--- src/design/bpcr_pkg.sv ---
// bpcr_pkg: shared types and constants for the buffer pool clock replacement block
// transfer payloads, controller command/status bundles and default sizes
// no dependencies
package bpcr_pkg;

  // default sizing
  localparam int FRAMES_DEF    = 1024;
  localparam int PAGE_BITS_DEF = 16;

  // access kinds
  localparam logic CMD_READ  = 1'b0;
  localparam logic CMD_WRITE = 1'b1;

  // input transfer payload
  typedef struct packed {
    logic        command;
    logic [15:0] page;
  } in_item_t;

  // result transfer payload
  typedef struct packed {
    logic        hit;
    logic [9:0]  frame;
    logic        evicted_valid;
    logic [15:0] evicted_page;
    logic        load_needed;
    logic        store_needed;
  } out_item_t;

  // controller to datapath commands
  typedef struct packed {
    logic clear_step;
    logic accept;
    logic scan;
    logic hit_commit;
    logic sweep_rd;
    logic sweep_chk;
    logic victim_commit;
    logic out_load;
  } ctrl_cmd_t;

  // datapath to controller status
  typedef struct packed {
    logic clear_last;
    logic scan_hit;
    logic scan_miss;
    logic ref_set;
    logic out_free;
  } ctrl_sts_t;

endpackage

--- src/design/bpcr_ctrl.sv ---
// bpcr_ctrl: sequencing state machine for clearing, lookup, sweep and result
// uses bpcr_pkg command and status bundles
module bpcr_ctrl
  import bpcr_pkg::*;
(
  input  logic      clk,
  input  logic      rst_n,
  input  logic      in_valid,
  output logic      in_stall,
  input  ctrl_sts_t sts,
  output ctrl_cmd_t cmd
);

  typedef enum logic [6:0] {
    ST_CLEAR     = 7'b0000001,
    ST_IDLE      = 7'b0000010,
    ST_SCAN      = 7'b0000100,
    ST_SWEEP_RD  = 7'b0001000,
    ST_SWEEP_CHK = 7'b0010000,
    ST_VICTIM    = 7'b0100000,
    ST_DONE      = 7'b1000000
  } state_t;

  state_t state_r, state_nxt;

  assign in_stall = state_r != ST_IDLE;

  // next state and commands
  always_comb begin
    state_nxt = state_r;
    cmd       = '0;
    case (state_r)
      ST_CLEAR: begin
        cmd.clear_step = 1'b1;
        if (sts.clear_last) begin
          state_nxt = ST_IDLE;
        end
      end
      ST_IDLE: begin
        if (in_valid) begin
          cmd.accept = 1'b1;
          state_nxt  = ST_SCAN;
        end
      end
      ST_SCAN: begin
        cmd.scan = 1'b1;
        if (sts.scan_hit) begin
          cmd.hit_commit = 1'b1;
          state_nxt      = ST_DONE;
        end else if (sts.scan_miss) begin
          state_nxt = ST_SWEEP_RD;
        end
      end
      ST_SWEEP_RD: begin
        cmd.sweep_rd = 1'b1;
        state_nxt    = ST_SWEEP_CHK;
      end
      ST_SWEEP_CHK: begin
        cmd.sweep_chk = 1'b1;
        state_nxt     = sts.ref_set ? ST_SWEEP_RD : ST_VICTIM;
      end
      ST_VICTIM: begin
        cmd.victim_commit = 1'b1;
        state_nxt         = ST_DONE;
      end
      ST_DONE: begin
        if (sts.out_free) begin
          cmd.out_load = 1'b1;
          state_nxt    = ST_IDLE;
        end
      end
      default: begin
        state_nxt = ST_CLEAR;
      end
    endcase
  end

  always_ff @(posedge clk) begin
    if (!rst_n) begin
      state_r <= ST_CLEAR;
    end else begin
      state_r <= state_nxt;
    end
  end

endmodule

--- config.mk ---
export PLATFORM = sky130hd
export DESIGN_NAME = bpcr_ctrl
export DESIGN_NICKNAME = d
export VERILOG_FILES = /design/src/design/bpcr_pkg.sv /design/src/design/bpcr_ctrl.sv
export SDC_FILE = /design/constraint.sdc
export NUM_CORES = 1
export LEC_CHECK = 0
export ABC_AREA = 1
export BUFFER_PORTS_ARGS = -buffer_cell sky130_fd_sc_hd__buf_2
export CORE_AREA = 2 2 39 41
export DETAILED_ROUTE_END_ITERATION = 16
export DIE_AREA = 0 0 41 43
export GPL_TIMING_DRIVEN = 0
export SYNTH_ARGS = -nofsm -noshare
export SYNTH_HDL_FRONTEND = slang
export SYNTH_SLANG_ARGS = --single-unit
export TNS_END_PERCENT = 20
--- constraint.sdc ---
create_clock -name clk -period 1.3 [get_ports clk]
set_input_delay 0.26 -clock clk [delete_from_list [all_inputs] [get_ports clk]]
set_output_delay 0.26 -clock clk [all_outputs]
set_load 0.005 [all_outputs]
==> run_results.csv, run 1 <==
group,metric,value,unit
outcome,status,"finished, violations left",
outcome,violations,"setup timing",
cts,tritoncts_num_sinks,7,
synth,synthesis.yosys.warnings,0,
cells_and_area,area_growth_syn_to_layout,50.5,%
timing,slew_headroom,86.8,%
power_and_ir_drop,sw_frac_of_total,32.7,%
power_and_ir_drop,cellPowerDensity,851,nW/um^2
synth,post_synth.cell_area_avg,5.80,um^2
power_and_ir_drop,cell_internal_pwr,0.000425,W
synth,synthMostInstantiatedCell,"sky130_fd_sc_hd__nor2_1",
cts,clk-insertion-delay-late,0.25,ns
cells_and_area,largest_register_ffs,7,
power_and_ir_drop,vdd_ir_drop_max,400,uV
run,max_cap_viol_count,0,
global_route,grt-ovfl-total,0,
hold_path,hold_start,"rst_n",
floorplanning,standard_cell_row_count,14,
global_route,number_of_antenna_violations_at_the_first_check_in_global_routing,0,
power_and_ir_drop,total_switching_power,0.000207,W
routing,drc_errors,0,
global_route,grtUsageMet2,27.2,%
routing,vias_per_cell,4.62,
hold_path,timing.hold.worst_path_depth,2,
floorplanning,die_h,43,um
global_route,grt_pass1_wl,2130,um
synth,synth_largest_type_area_fraction,28.4,%
synth,postSynthRegisterBits,7,
critical_path,timing.critical_path.to_type,"primary output",
synth,synth.yosys.seq_area_share,28.4,%
cells_and_area,final_layout_size_suffix_gt1_share,57.1,%
routing,drt-wirelength-per-cell,10.4,um
floorplanning,starting_density,35.6,%
routing,drt_first_pass_iters,4,
timing,post_layout_minimum_cycle_time,1.43,ns
timing,clock-skew-final,0.00384,ns
global_route,met3_usage,1.57,%
synth,synthesis.area,493,um^2
timing,final.hold.worst_slack,0.254,ns
placement,hpwlAfterDp,922,um
critical_path,worst-setup-path-type,"register to primary output",
timing,unrepaired_setup_endpoints_after_global_routing,"yes",
routing,route.antenna.remaining_nets,0,
power_and_ir_drop,sequentialPowerShare,38.2,%
timing,setup_viol,11,
hold_path,min_path_type,"primary input to register",
routing,drtIter0Drc,13,
routing,vias,591,
timing,finalHoldViolations,0,
global_route,grt_pass1_vias,525,
cells_and_area,largest-register,"state_r",
timing,timing_worst_slew_pin_value,0.196,ns
floorplanning,design.portCount,17,
power_and_ir_drop,finalPower,0.000632,W
power_and_ir_drop,clock_power_share,31.0,%
cells_and_area,postLayoutCoreUtil,53.6,%
synth,synth_top_flop_cell,"sky130_fd_sc_hd__dfxtp_1",
power_and_ir_drop,leakagePower,0.427,nW
synth,synth-edff-count,0,
cts,numCtsBuffers,3,
synth,synth_cell_types,14,
global_route,pin_count_of_the_biggest_net_entering_global_routing,6,
critical_path,rr_startpoint,"state_r[6]$_SDFFE_PN0P_",
timing,slew_violations,0,
critical_path,critPathArrivalTime,1.17,ns
global_route,grt_usage,17.8,%
power_and_ir_drop,power.share.combinational,30.9,%
cts,cts-root-buf,"sky130_fd_sc_hd__clkbuf_4",
floorplanning,floorplan.die.width,41,um
timing,post-route-period-util,110,%
floorplanning,die-area,1760,um^2
hold_path,min_delay_worst_endpoint,"state_r[0]$_SDFFE_PN1P_",
cts,h-tree-depth,1,
placement,place_ws,0.0457,ns
synth,asyncSetResetFlopFracSynth,0,%
critical_path,timing.reg2reg.setup_slack,-0.03,ns
critical_path,critPathMaxFanout,4,
cells_and_area,diodes,0,
critical_path,start_kind,"register",
synth,synth.top_cells.by_count,"sky130_fd_sc_hd__nor2_1, sky130_fd_sc_hd__inv_1, sky130_fd_sc_hd__nand2_1",
routing,routed_wl,1330,um
critical_path,critPathRequiredTime,1.04,ns
cts,cts_tree,"done",
cts,cts.path.max_buffers,2,
timing,timing.fmax,701,MHz
placement,post_dp_cell_area,593,um^2
placement,numPortBuffers,16,
critical_path,rr_worst_depth,10,
synth,synth.area.top_cells,"sky130_fd_sc_hd__dfxtp_1, sky130_fd_sc_hd__nor2_1, sky130_fd_sc_hd__nand3_1",
placement,place_congestion,0.856,
critical_path,worst_r2r_endpoint,"state_r[3]$_SDFFE_PN0P_",
cts,clk_pin_slew_worst_paths,0.05,ns
timing,worst_slack,-0.128,ns
synth,synth_area_leader_cell,"sky130_fd_sc_hd__dfxtp_1",
global_route,routing_usage_on_met1,23.2,%
synth,number_of_nets_produced_by_synthesis,93,
floorplanning,floorplan.core_area,1380,um^2
synth,synth_cells,85,
cells_and_area,postLayoutCellArea,742,um^2
cells_and_area,num-nets-final,121,
global_route,top_usage_layer,"met2",
cells_and_area,reg.largest.list,"state_r (7)",
==> kinds of logic (layout without fill, tap and decap cells) <==
group	after synthesis	in the layout	share of synthesized area (%)
buffers and inverters	21	48	16.0
AND/OR/NAND/NOR	53	53	50.8
flip-flops	7	7	28.4
AO/OA/AOI/OAI	4	4	4.82
==> power groups by stage <==
stage | logic, W | clock network, W | registers [W]
6_report | 0.000195 | 0.000196 | 0.000241
5_1_grt | 0.000225 | 0.000215 | 0.000244
4_1_cts | 0.000180 | 0.000200 | 0.000241
3_5_place_dp | 0.000167 | 0 | 0.000246
3_3_place_gp | 0.000167 | 0 | 0.000246
2_1_floorplan | 0.000118 | 0 | 0.000245
==> layer usage <==
layer,vias up,part of all wire (%)
li1,313,-
met3,2,5.4
met5,-,0
met1,254,44
met2,22,49
met4,0,1.1
==> timing repair <==
item	CTS	global route
gates resized for setup	14	10
buffers inserted	3	4
pin swaps	8	4
hold buffers	0	0
endpoints found under the setup margin	9	12
==> metrics by stage <==
| step | cells | setup TNS (ns) |
|---|---|---|
| after floorplan | 85 | 0 |
| after global routing | 128 | -1.91 |
| final | 128 | -0.963 |
| after detailed placement | 117 | 0 |
| after global placement | 117 | 0 |
| after CTS | 124 | -1.01 |
==> cell type report <==
cell class | count | area [um^2]
well taps | 16 | 20.0
multi-input cells | 57 | 334
flip-flops and latches | 7 | 150
fillers | 146 | 642
repair buffers | 23 | 133
clock buffers | 4 | 26.3
inverters | 21 | 78.8
==> worst max-delay path, stage by stage (launching register included) <==
cell                      delay (ns)
sky130_fd_sc_hd__dfxtp_2        0.32
sky130_fd_sc_hd__inv_2          0.08
sky130_fd_sc_hd__nand2_2        0.07
sky130_fd_sc_hd__nor2_4         0.16
sky130_fd_sc_hd__nand3_2        0.11
sky130_fd_sc_hd__inv_2          0.07
sky130_fd_sc_hd__buf_2          0.10
==> layout by cell type (no fill, tap or decap) <==
| cell | count |
|---|---|
| sky130_fd_sc_hd__inv_1 | 12 |
| sky130_fd_sc_hd__a21oi_1 | 1 |
| sky130_fd_sc_hd__nand2_4 | 1 |
| sky130_fd_sc_hd__o21ai_1 | 2 |
| sky130_fd_sc_hd__nor3_2 | 1 |
| sky130_fd_sc_hd__nand2_2 | 9 |
| sky130_fd_sc_hd__clkbuf_1 | 1 |
| sky130_fd_sc_hd__nor2_2 | 4 |
| sky130_fd_sc_hd__clkbuf_4 | 3 |
| sky130_fd_sc_hd__nand3b_2 | 1 |
| sky130_fd_sc_hd__dfxtp_1 | 1 |
| sky130_fd_sc_hd__dfxtp_2 | 5 |
| sky130_fd_sc_hd__nor2_1 | 13 |
| sky130_fd_sc_hd__inv_2 | 9 |
| sky130_fd_sc_hd__nand3_1 | 8 |
| sky130_fd_sc_hd__buf_4 | 7 |
| sky130_fd_sc_hd__nor2_4 | 4 |
| sky130_fd_sc_hd__nor3_1 | 2 |
| sky130_fd_sc_hd__o21ai_2 | 1 |
| sky130_fd_sc_hd__buf_2 | 16 |
| sky130_fd_sc_hd__dfxtp_4 | 1 |
| sky130_fd_sc_hd__nand4_1 | 1 |
| sky130_fd_sc_hd__nand2_1 | 7 |
| sky130_fd_sc_hd__nand3_2 | 2 |
==> worst max path at each step <==
stage                       startpoint  endpoint  slack (ns)  cells past startpoint
2_1_floorplan  state_r[6]$_SDFFE_PN0P_    cmd[4]        0.24                      5
3_3_place_gp   state_r[6]$_SDFFE_PN0P_    cmd[4]        0.06                      6
3_5_place_dp   state_r[4]$_SDFFE_PN0P_    cmd[6]        0.05                      6
4_1_cts        state_r[2]$_SDFFE_PN0P_    cmd[6]       -0.15                      6
5_1_grt        state_r[1]$_SDFFE_PN0P_    cmd[0]       -0.21                      6
6_report       state_r[3]$_SDFFE_PN0P_    cmd[1]       -0.13                      6
Power figures use the tool's default switching activity.
==> run 2: changes to the inputs <==
Settings changed: SKIP_CTS_REPAIR_TIMING set to 1.
==> run_results.csv, run 2 (synthesized netlist as in run 1, its figures left out) <==
group,metric,value,unit
placement,numPortBuffers,16,
critical_path,worst-setup-path-type,"register to primary output",
routing,drt-wirelength-per-cell,10.1,um
timing,timing_worst_slew_pin_value,0.198,ns
critical_path,timing.reg2reg.setup_slack,0.06,ns
cells_and_area,num-nets-final,119,
cells_and_area,final_layout_size_suffix_gt1_share,60.0,%
timing,setup_viol,9,
hold_path,timing.hold.worst_path_depth,2,
cells_and_area,reg.largest.list,"state_r (7)",
cts,cts.path.max_buffers,2,
cells_and_area,n_fill_cell,154,
timing,post-route-period-util,112,%
cts,tritoncts_num_sinks,7,
timing,slew_violations,0,
routing,route.antenna.remaining_nets,0,
routing,vias_per_cell,4.72,
floorplanning,floorplan.core_area,1380,um^2
critical_path,rr_worst_depth,9,
global_route,grt_pass1_wl,1840,um
timing,unrepaired_setup_endpoints_after_global_routing,"yes",
cells_and_area,largest-register,"state_r",
cells_and_area,mostFrequentLayoutCells,"sky130_fd_sc_hd__buf_2, sky130_fd_sc_hd__inv_1, sky130_fd_sc_hd__nor2_1, sky130_fd_sc_hd__nand2_2, sky130_fd_sc_hd__inv_2",
power_and_ir_drop,cellPowerDensity,864,nW/um^2
critical_path,start_kind,"register",
outcome,violations,"setup timing",
cts,clk_pin_slew_worst_paths,0.05,ns
cts,numCtsBuffers,3,
power_and_ir_drop,finalPower,0.000642,W
critical_path,critPathRequiredTime,1.04,ns
cells_and_area,diodes,0,
floorplanning,starting_density,35.6,%
timing,slew_headroom,86.7,%
outcome,status,"finished, violations left",
global_route,grt_pass1_vias,482,
cts,cts_tree,"done",
cells_and_area,largest_register_ffs,7,
floorplanning,die_h,43,um
routing,drt_first_pass_iters,4,
cells_and_area,final_common_cell,"sky130_fd_sc_hd__buf_2",
floorplanning,floorplan.die.width,41,um
critical_path,critPathMaxFanout,5,
timing,clock-skew-final,0.00218,ns
global_route,grt-ovfl-total,0,
cts,cts-root-buf,"sky130_fd_sc_hd__clkbuf_4",
routing,routed_wl,1280,um
cells_and_area,area_growth_syn_to_layout,50.8,%
power_and_ir_drop,vdd_ir_drop_max,595,uV
placement,place_congestion,0.856,
timing,post_layout_minimum_cycle_time,1.46,ns
critical_path,rr_startpoint,"state_r[6]$_SDFFE_PN0P_",
cts,clk-insertion-delay-late,0.25,ns
timing,timing.fmax,687,MHz
routing,drc_errors,0,
global_route,grt_usage,15.3,%
global_route,number_of_antenna_violations_at_the_first_check_in_global_routing,0,
hold_path,min_delay_worst_endpoint,"state_r[0]$_SDFFE_PN1P_",
timing,finalHoldViolations,0,
global_route,pin_count_of_the_biggest_net_entering_global_routing,6,
cells_and_area,postLayoutCellArea,743,um^2
cts,h-tree-depth,1,
floorplanning,design.portCount,17,
placement,post_dp_cell_area,593,um^2
hold_path,hold_start,"rst_n",
critical_path,worst_r2r_endpoint,"state_r[3]$_SDFFE_PN0P_",
critical_path,critPathArrivalTime,1.20,ns
routing,vias,595,
placement,hpwlAfterDp,922,um
run,max_cap_viol_count,0,
floorplanning,die-area,1760,um^2
critical_path,timing.critical_path.to_type,"primary output",
routing,drtIter0Drc,15,
hold_path,min_path_type,"primary input to register",
timing,worst_slack,-0.155,ns
power_and_ir_drop,leakagePower,0.419,nW
floorplanning,standard_cell_row_count,14,
==> run 2: final cells by class <==
cell class / instances / area, um^2 / area share [%]
multi-input cells: 57 / 342 / 46.0
flip-flops and latches: 7 / 150 / 20.2
repair buffers: 21 / 124 / 16.7
inverters: 21 / 81.3 / 10.9
clock buffers: 4 / 26.3 / 3.54
well taps: 16 / 20.0 / 2.69
==> run 2: power breakdown <==
part	internal, W	leakage [nW]	switching [W]
logic	0.0000819	0.343	0.000118
clock network	0.000117	0.0150	0.0000787
registers	0.000230	0.0601	0.0000166
total	0.000429	0.419	0.000213
==> run 2: critical path, stage by stage, from the launching register on <==
cell and delay, ns:
sky130_fd_sc_hd__dfxtp_2 0.33, sky130_fd_sc_hd__inv_2 0.07, sky130_fd_sc_hd__nand2_2 0.07, sky130_fd_sc_hd__nor2_4 0.20, sky130_fd_sc_hd__nand3_2 0.11, sky130_fd_sc_hd__inv_2 0.07
sky130_fd_sc_hd__buf_2 0.10
==> run 2: how the worst max path moves through the flow <==
stage / from / end / depth (start not counted)
after floorplan: state_r[6]$_SDFFE_PN0P_ / cmd[4] / 5
after CTS: state_r[4]$_SDFFE_PN0P_ / cmd[6] / 6
after global routing: state_r[6]$_SDFFE_PN0P_ / cmd[4] / 6
after global placement: state_r[6]$_SDFFE_PN0P_ / cmd[4] / 6
final: state_r[6]$_SDFFE_PN0P_ / cmd[3] / 6
after detailed placement: state_r[4]$_SDFFE_PN0P_ / cmd[6] / 6
==> run 2: per-stage QoR <==
step	hold slack [ns]	instances	TNS, ns	setup WS [ns]	utilization [%]
finish	0.250	126	-1.01	-0.155	53.7
global route	0.250	126	-1.77	-0.235	53.7
CTS	0.251	121	-1.53	-0.239	44.8
detailed placement	0.511	117	0	0.0457	42.9
global placement	0.517	117	0	0.0581	42.9
floorplan	0.344	85	0	0.236	-
==> run 2: metal layers <==
metal,part of all wire (%),vias to the layer above,GRT usage [%]
met5,0,-,0
met4,1.1,0,10.0
met3,8.7,2,1.57
met2,49,32,21.6
met1,41,254,21.0
li1,-,307,-
==> run 3: changes to the inputs <==
==> constraint.sdc (replaced) <==
create_clock -name clk -period 1.3 [get_ports clk]
set_input_delay 0.065 -clock clk [delete_from_list [all_inputs] [get_ports clk]]
set_output_delay 0.065 -clock clk [all_outputs]
set_load 0.005 [all_outputs]
==> run_results.csv, run 3 (synthesized netlist as in run 1, its figures left out) <==
group,metric,value,unit
outcome,status,"finished, final reports clean",
placement,placed_cells_incl_taps,117,
timing,finalHoldViolations,0,
cells_and_area,largest_register_ffs,7,
hold_path,timing.hold.worst_path_depth,2,
timing,final.hold.worst_slack,0.0567,ns
routing,drtIter0Drc,10,
cts,tritoncts_num_sinks,7,
critical_path,critPathMaxFanout,3,
global_route,pin_count_of_the_biggest_net_entering_global_routing,6,
critical_path,critPathArrivalTime,1.19,ns
routing,routed_wl,1240,um
critical_path,rr_worst_depth,9,
cells_and_area,area_growth_syn_to_layout,38.8,%
cells_and_area,largest-register,"state_r",
critical_path,worst-setup-path-type,"register to primary output",
critical_path,rr_startpoint,"state_r[6]$_SDFFE_PN0P_",
critical_path,critPathRequiredTime,1.24,ns
cells_and_area,instances_no_fill,125,
cells_and_area,mostFrequentLayoutCells,"sky130_fd_sc_hd__buf_2, sky130_fd_sc_hd__nor2_1, sky130_fd_sc_hd__inv_1, sky130_fd_sc_hd__nand2_1, sky130_fd_sc_hd__nand3_1",
timing,setup_viol,0,
hold_path,min_delay_worst_endpoint,"state_r[0]$_SDFFE_PN1P_",
hold_path,hold_start,"rst_n",
routing,drt-wirelength-per-cell,9.94,um
hold_path,min_path_type,"primary input to register",
power_and_ir_drop,cellPowerDensity,912,nW/um^2
global_route,grt_pass1_vias,482,
floorplanning,die_h,43,um
cts,clk_pin_slew_worst_paths,0.05,ns
timing,timing.fmax,798,MHz
critical_path,start_kind,"register",
timing,unrepaired_setup_endpoints_after_global_routing,"yes",
floorplanning,design.portCount,17,
floorplanning,starting_density,35.6,%
floorplanning,floorplan.die.width,41,um
cts,clk-insertion-delay-late,0.25,ns
cells_and_area,final_layout_size_suffix_gt1_share,47.7,%
cts,cts.path.max_buffers,2,
routing,route.antenna.remaining_nets,0,
placement,numPortBuffers,16,
cts,cts_tree,"done",
global_route,grt-ovfl-total,0,
power_and_ir_drop,vdd_ir_drop_max,532,uV
timing,timing_worst_slew_pin_value,0.218,ns
floorplanning,standard_cell_row_count,14,
global_route,number_of_antenna_violations_at_the_first_check_in_global_routing,0,
timing,slew_headroom,85.3,%
cts,h-tree-depth,1,
cts,cts-root-buf,"sky130_fd_sc_hd__clkbuf_4",
routing,drt_first_pass_iters,4,
cells_and_area,postLayoutCoreUtil,49.5,%
timing,slew_violations,0,
critical_path,worst_r2r_endpoint,"state_r[3]$_SDFFE_PN0P_",
timing,clock-skew-final,0.00286,ns
power_and_ir_drop,leakagePower,0.405,nW
global_route,grt_pass1_wl,1840,um
critical_path,timing.critical_path.to_type,"primary output",
cells_and_area,n_fill_cell,163,
routing,drc_errors,0,
floorplanning,floorplan.core_area,1380,um^2
cells_and_area,final_common_cell,"sky130_fd_sc_hd__buf_2",
floorplanning,die-area,1760,um^2
run,max_cap_viol_count,0,
cells_and_area,num-nets-final,118,
timing,post_layout_minimum_cycle_time,1.25,ns
timing,post-route-period-util,96.4,%
placement,place_congestion,0.856,
cts,numCtsBuffers,3,
global_route,grt_usage,15.3,%
placement,hpwlAfterDp,922,um
routing,vias_per_cell,4.69,
critical_path,timing.reg2reg.setup_slack,0.08,ns
cells_and_area,reg.largest.list,"state_r (7)",
power_and_ir_drop,finalPower,0.000624,W
routing,vias,586,
cells_and_area,diodes,0,
## run 3: changes by cell type in the layout (fill, tap and decap cells not counted), moves of 2 or more
cell,previous run,this run
sky130_fd_sc_hd__nor2_2,7,4
sky130_fd_sc_hd__dfxtp_1,1,3
sky130_fd_sc_hd__nand2_2,10,7
sky130_fd_sc_hd__nand3_2,3,1
sky130_fd_sc_hd__nor2_1,11,14
sky130_fd_sc_hd__nand2_1,6,10
sky130_fd_sc_hd__nand3_1,7,9
## run 3: worst max path at each step
| stage | from | end | slack, ns | cells after the start |
|---|---|---|---|---|
| 6_report | state_r[0]$_SDFFE_PN1P_ | cmd[5] | 0.05 | 4 |
| 5_1_grt | state_r[4]$_SDFFE_PN0P_ | cmd[7] | -0.06 | 6 |
| 4_1_cts | state_r[4]$_SDFFE_PN0P_ | cmd[6] | -0.04 | 6 |
| 3_5_place_dp | state_r[1]$_SDFFE_PN0P_ | state_r[3]$_SDFFE_PN0P_ | 0.1 | 8 |
| 3_3_place_gp | state_r[1]$_SDFFE_PN0P_ | state_r[3]$_SDFFE_PN0P_ | 0.11 | 8 |
| 2_1_floorplan | state_r[6]$_SDFFE_PN0P_ | state_r[0]$_SDFFE_PN1P_ | 0.26 | 8 |
## run 3: stage by stage
step / worst slack [ns] / TNS (ns) / cell area [um^2]
2_1_floorplan: 0.258 / 0 / 493
3_3_place_gp: 0.107 / 0 / 593
3_5_place_dp: 0.0971 / 0 / 593
4_1_cts: -0.0441 / -0.0767 / 619
5_1_grt: -0.0592 / -0.317 / 684
6_report: 0.0463 / 0 / 684
## run 3: cell type report
type	count	area, um^2	area share, %
repair buffers	20	110	16.1
well taps	16	20.0	2.93
flip-flops and latches	7	145	21.2
multi-input cells	57	304	44.4
clock buffers	4	26.3	3.84
inverters	21	78.8	11.5
## run 3: where the power goes
group	switching (W)	internal, W	total, W
registers	0.0000119	0.000230	0.000242
clock network	0.0000779	0.000117	0.000195
logic	0.000110	0.0000774	0.000188
total	0.000200	0.000424	0.000624
## run 3: worst max-delay path, cell delays in order, from the launching register on
cell	delay [ns]
sky130_fd_sc_hd__dfxtp_1	0.32
sky130_fd_sc_hd__nor2_1	0.20
sky130_fd_sc_hd__nand3_1	0.13
sky130_fd_sc_hd__nor2_2	0.15
sky130_fd_sc_hd__buf_2	0.14
## run 3: routing by layer
layer  wire length, um  global-route usage [%]
met3                87                    1.57
met4                14                    10.0
met1               539                    21.0
met5                 0                       0
met2               600                    21.6
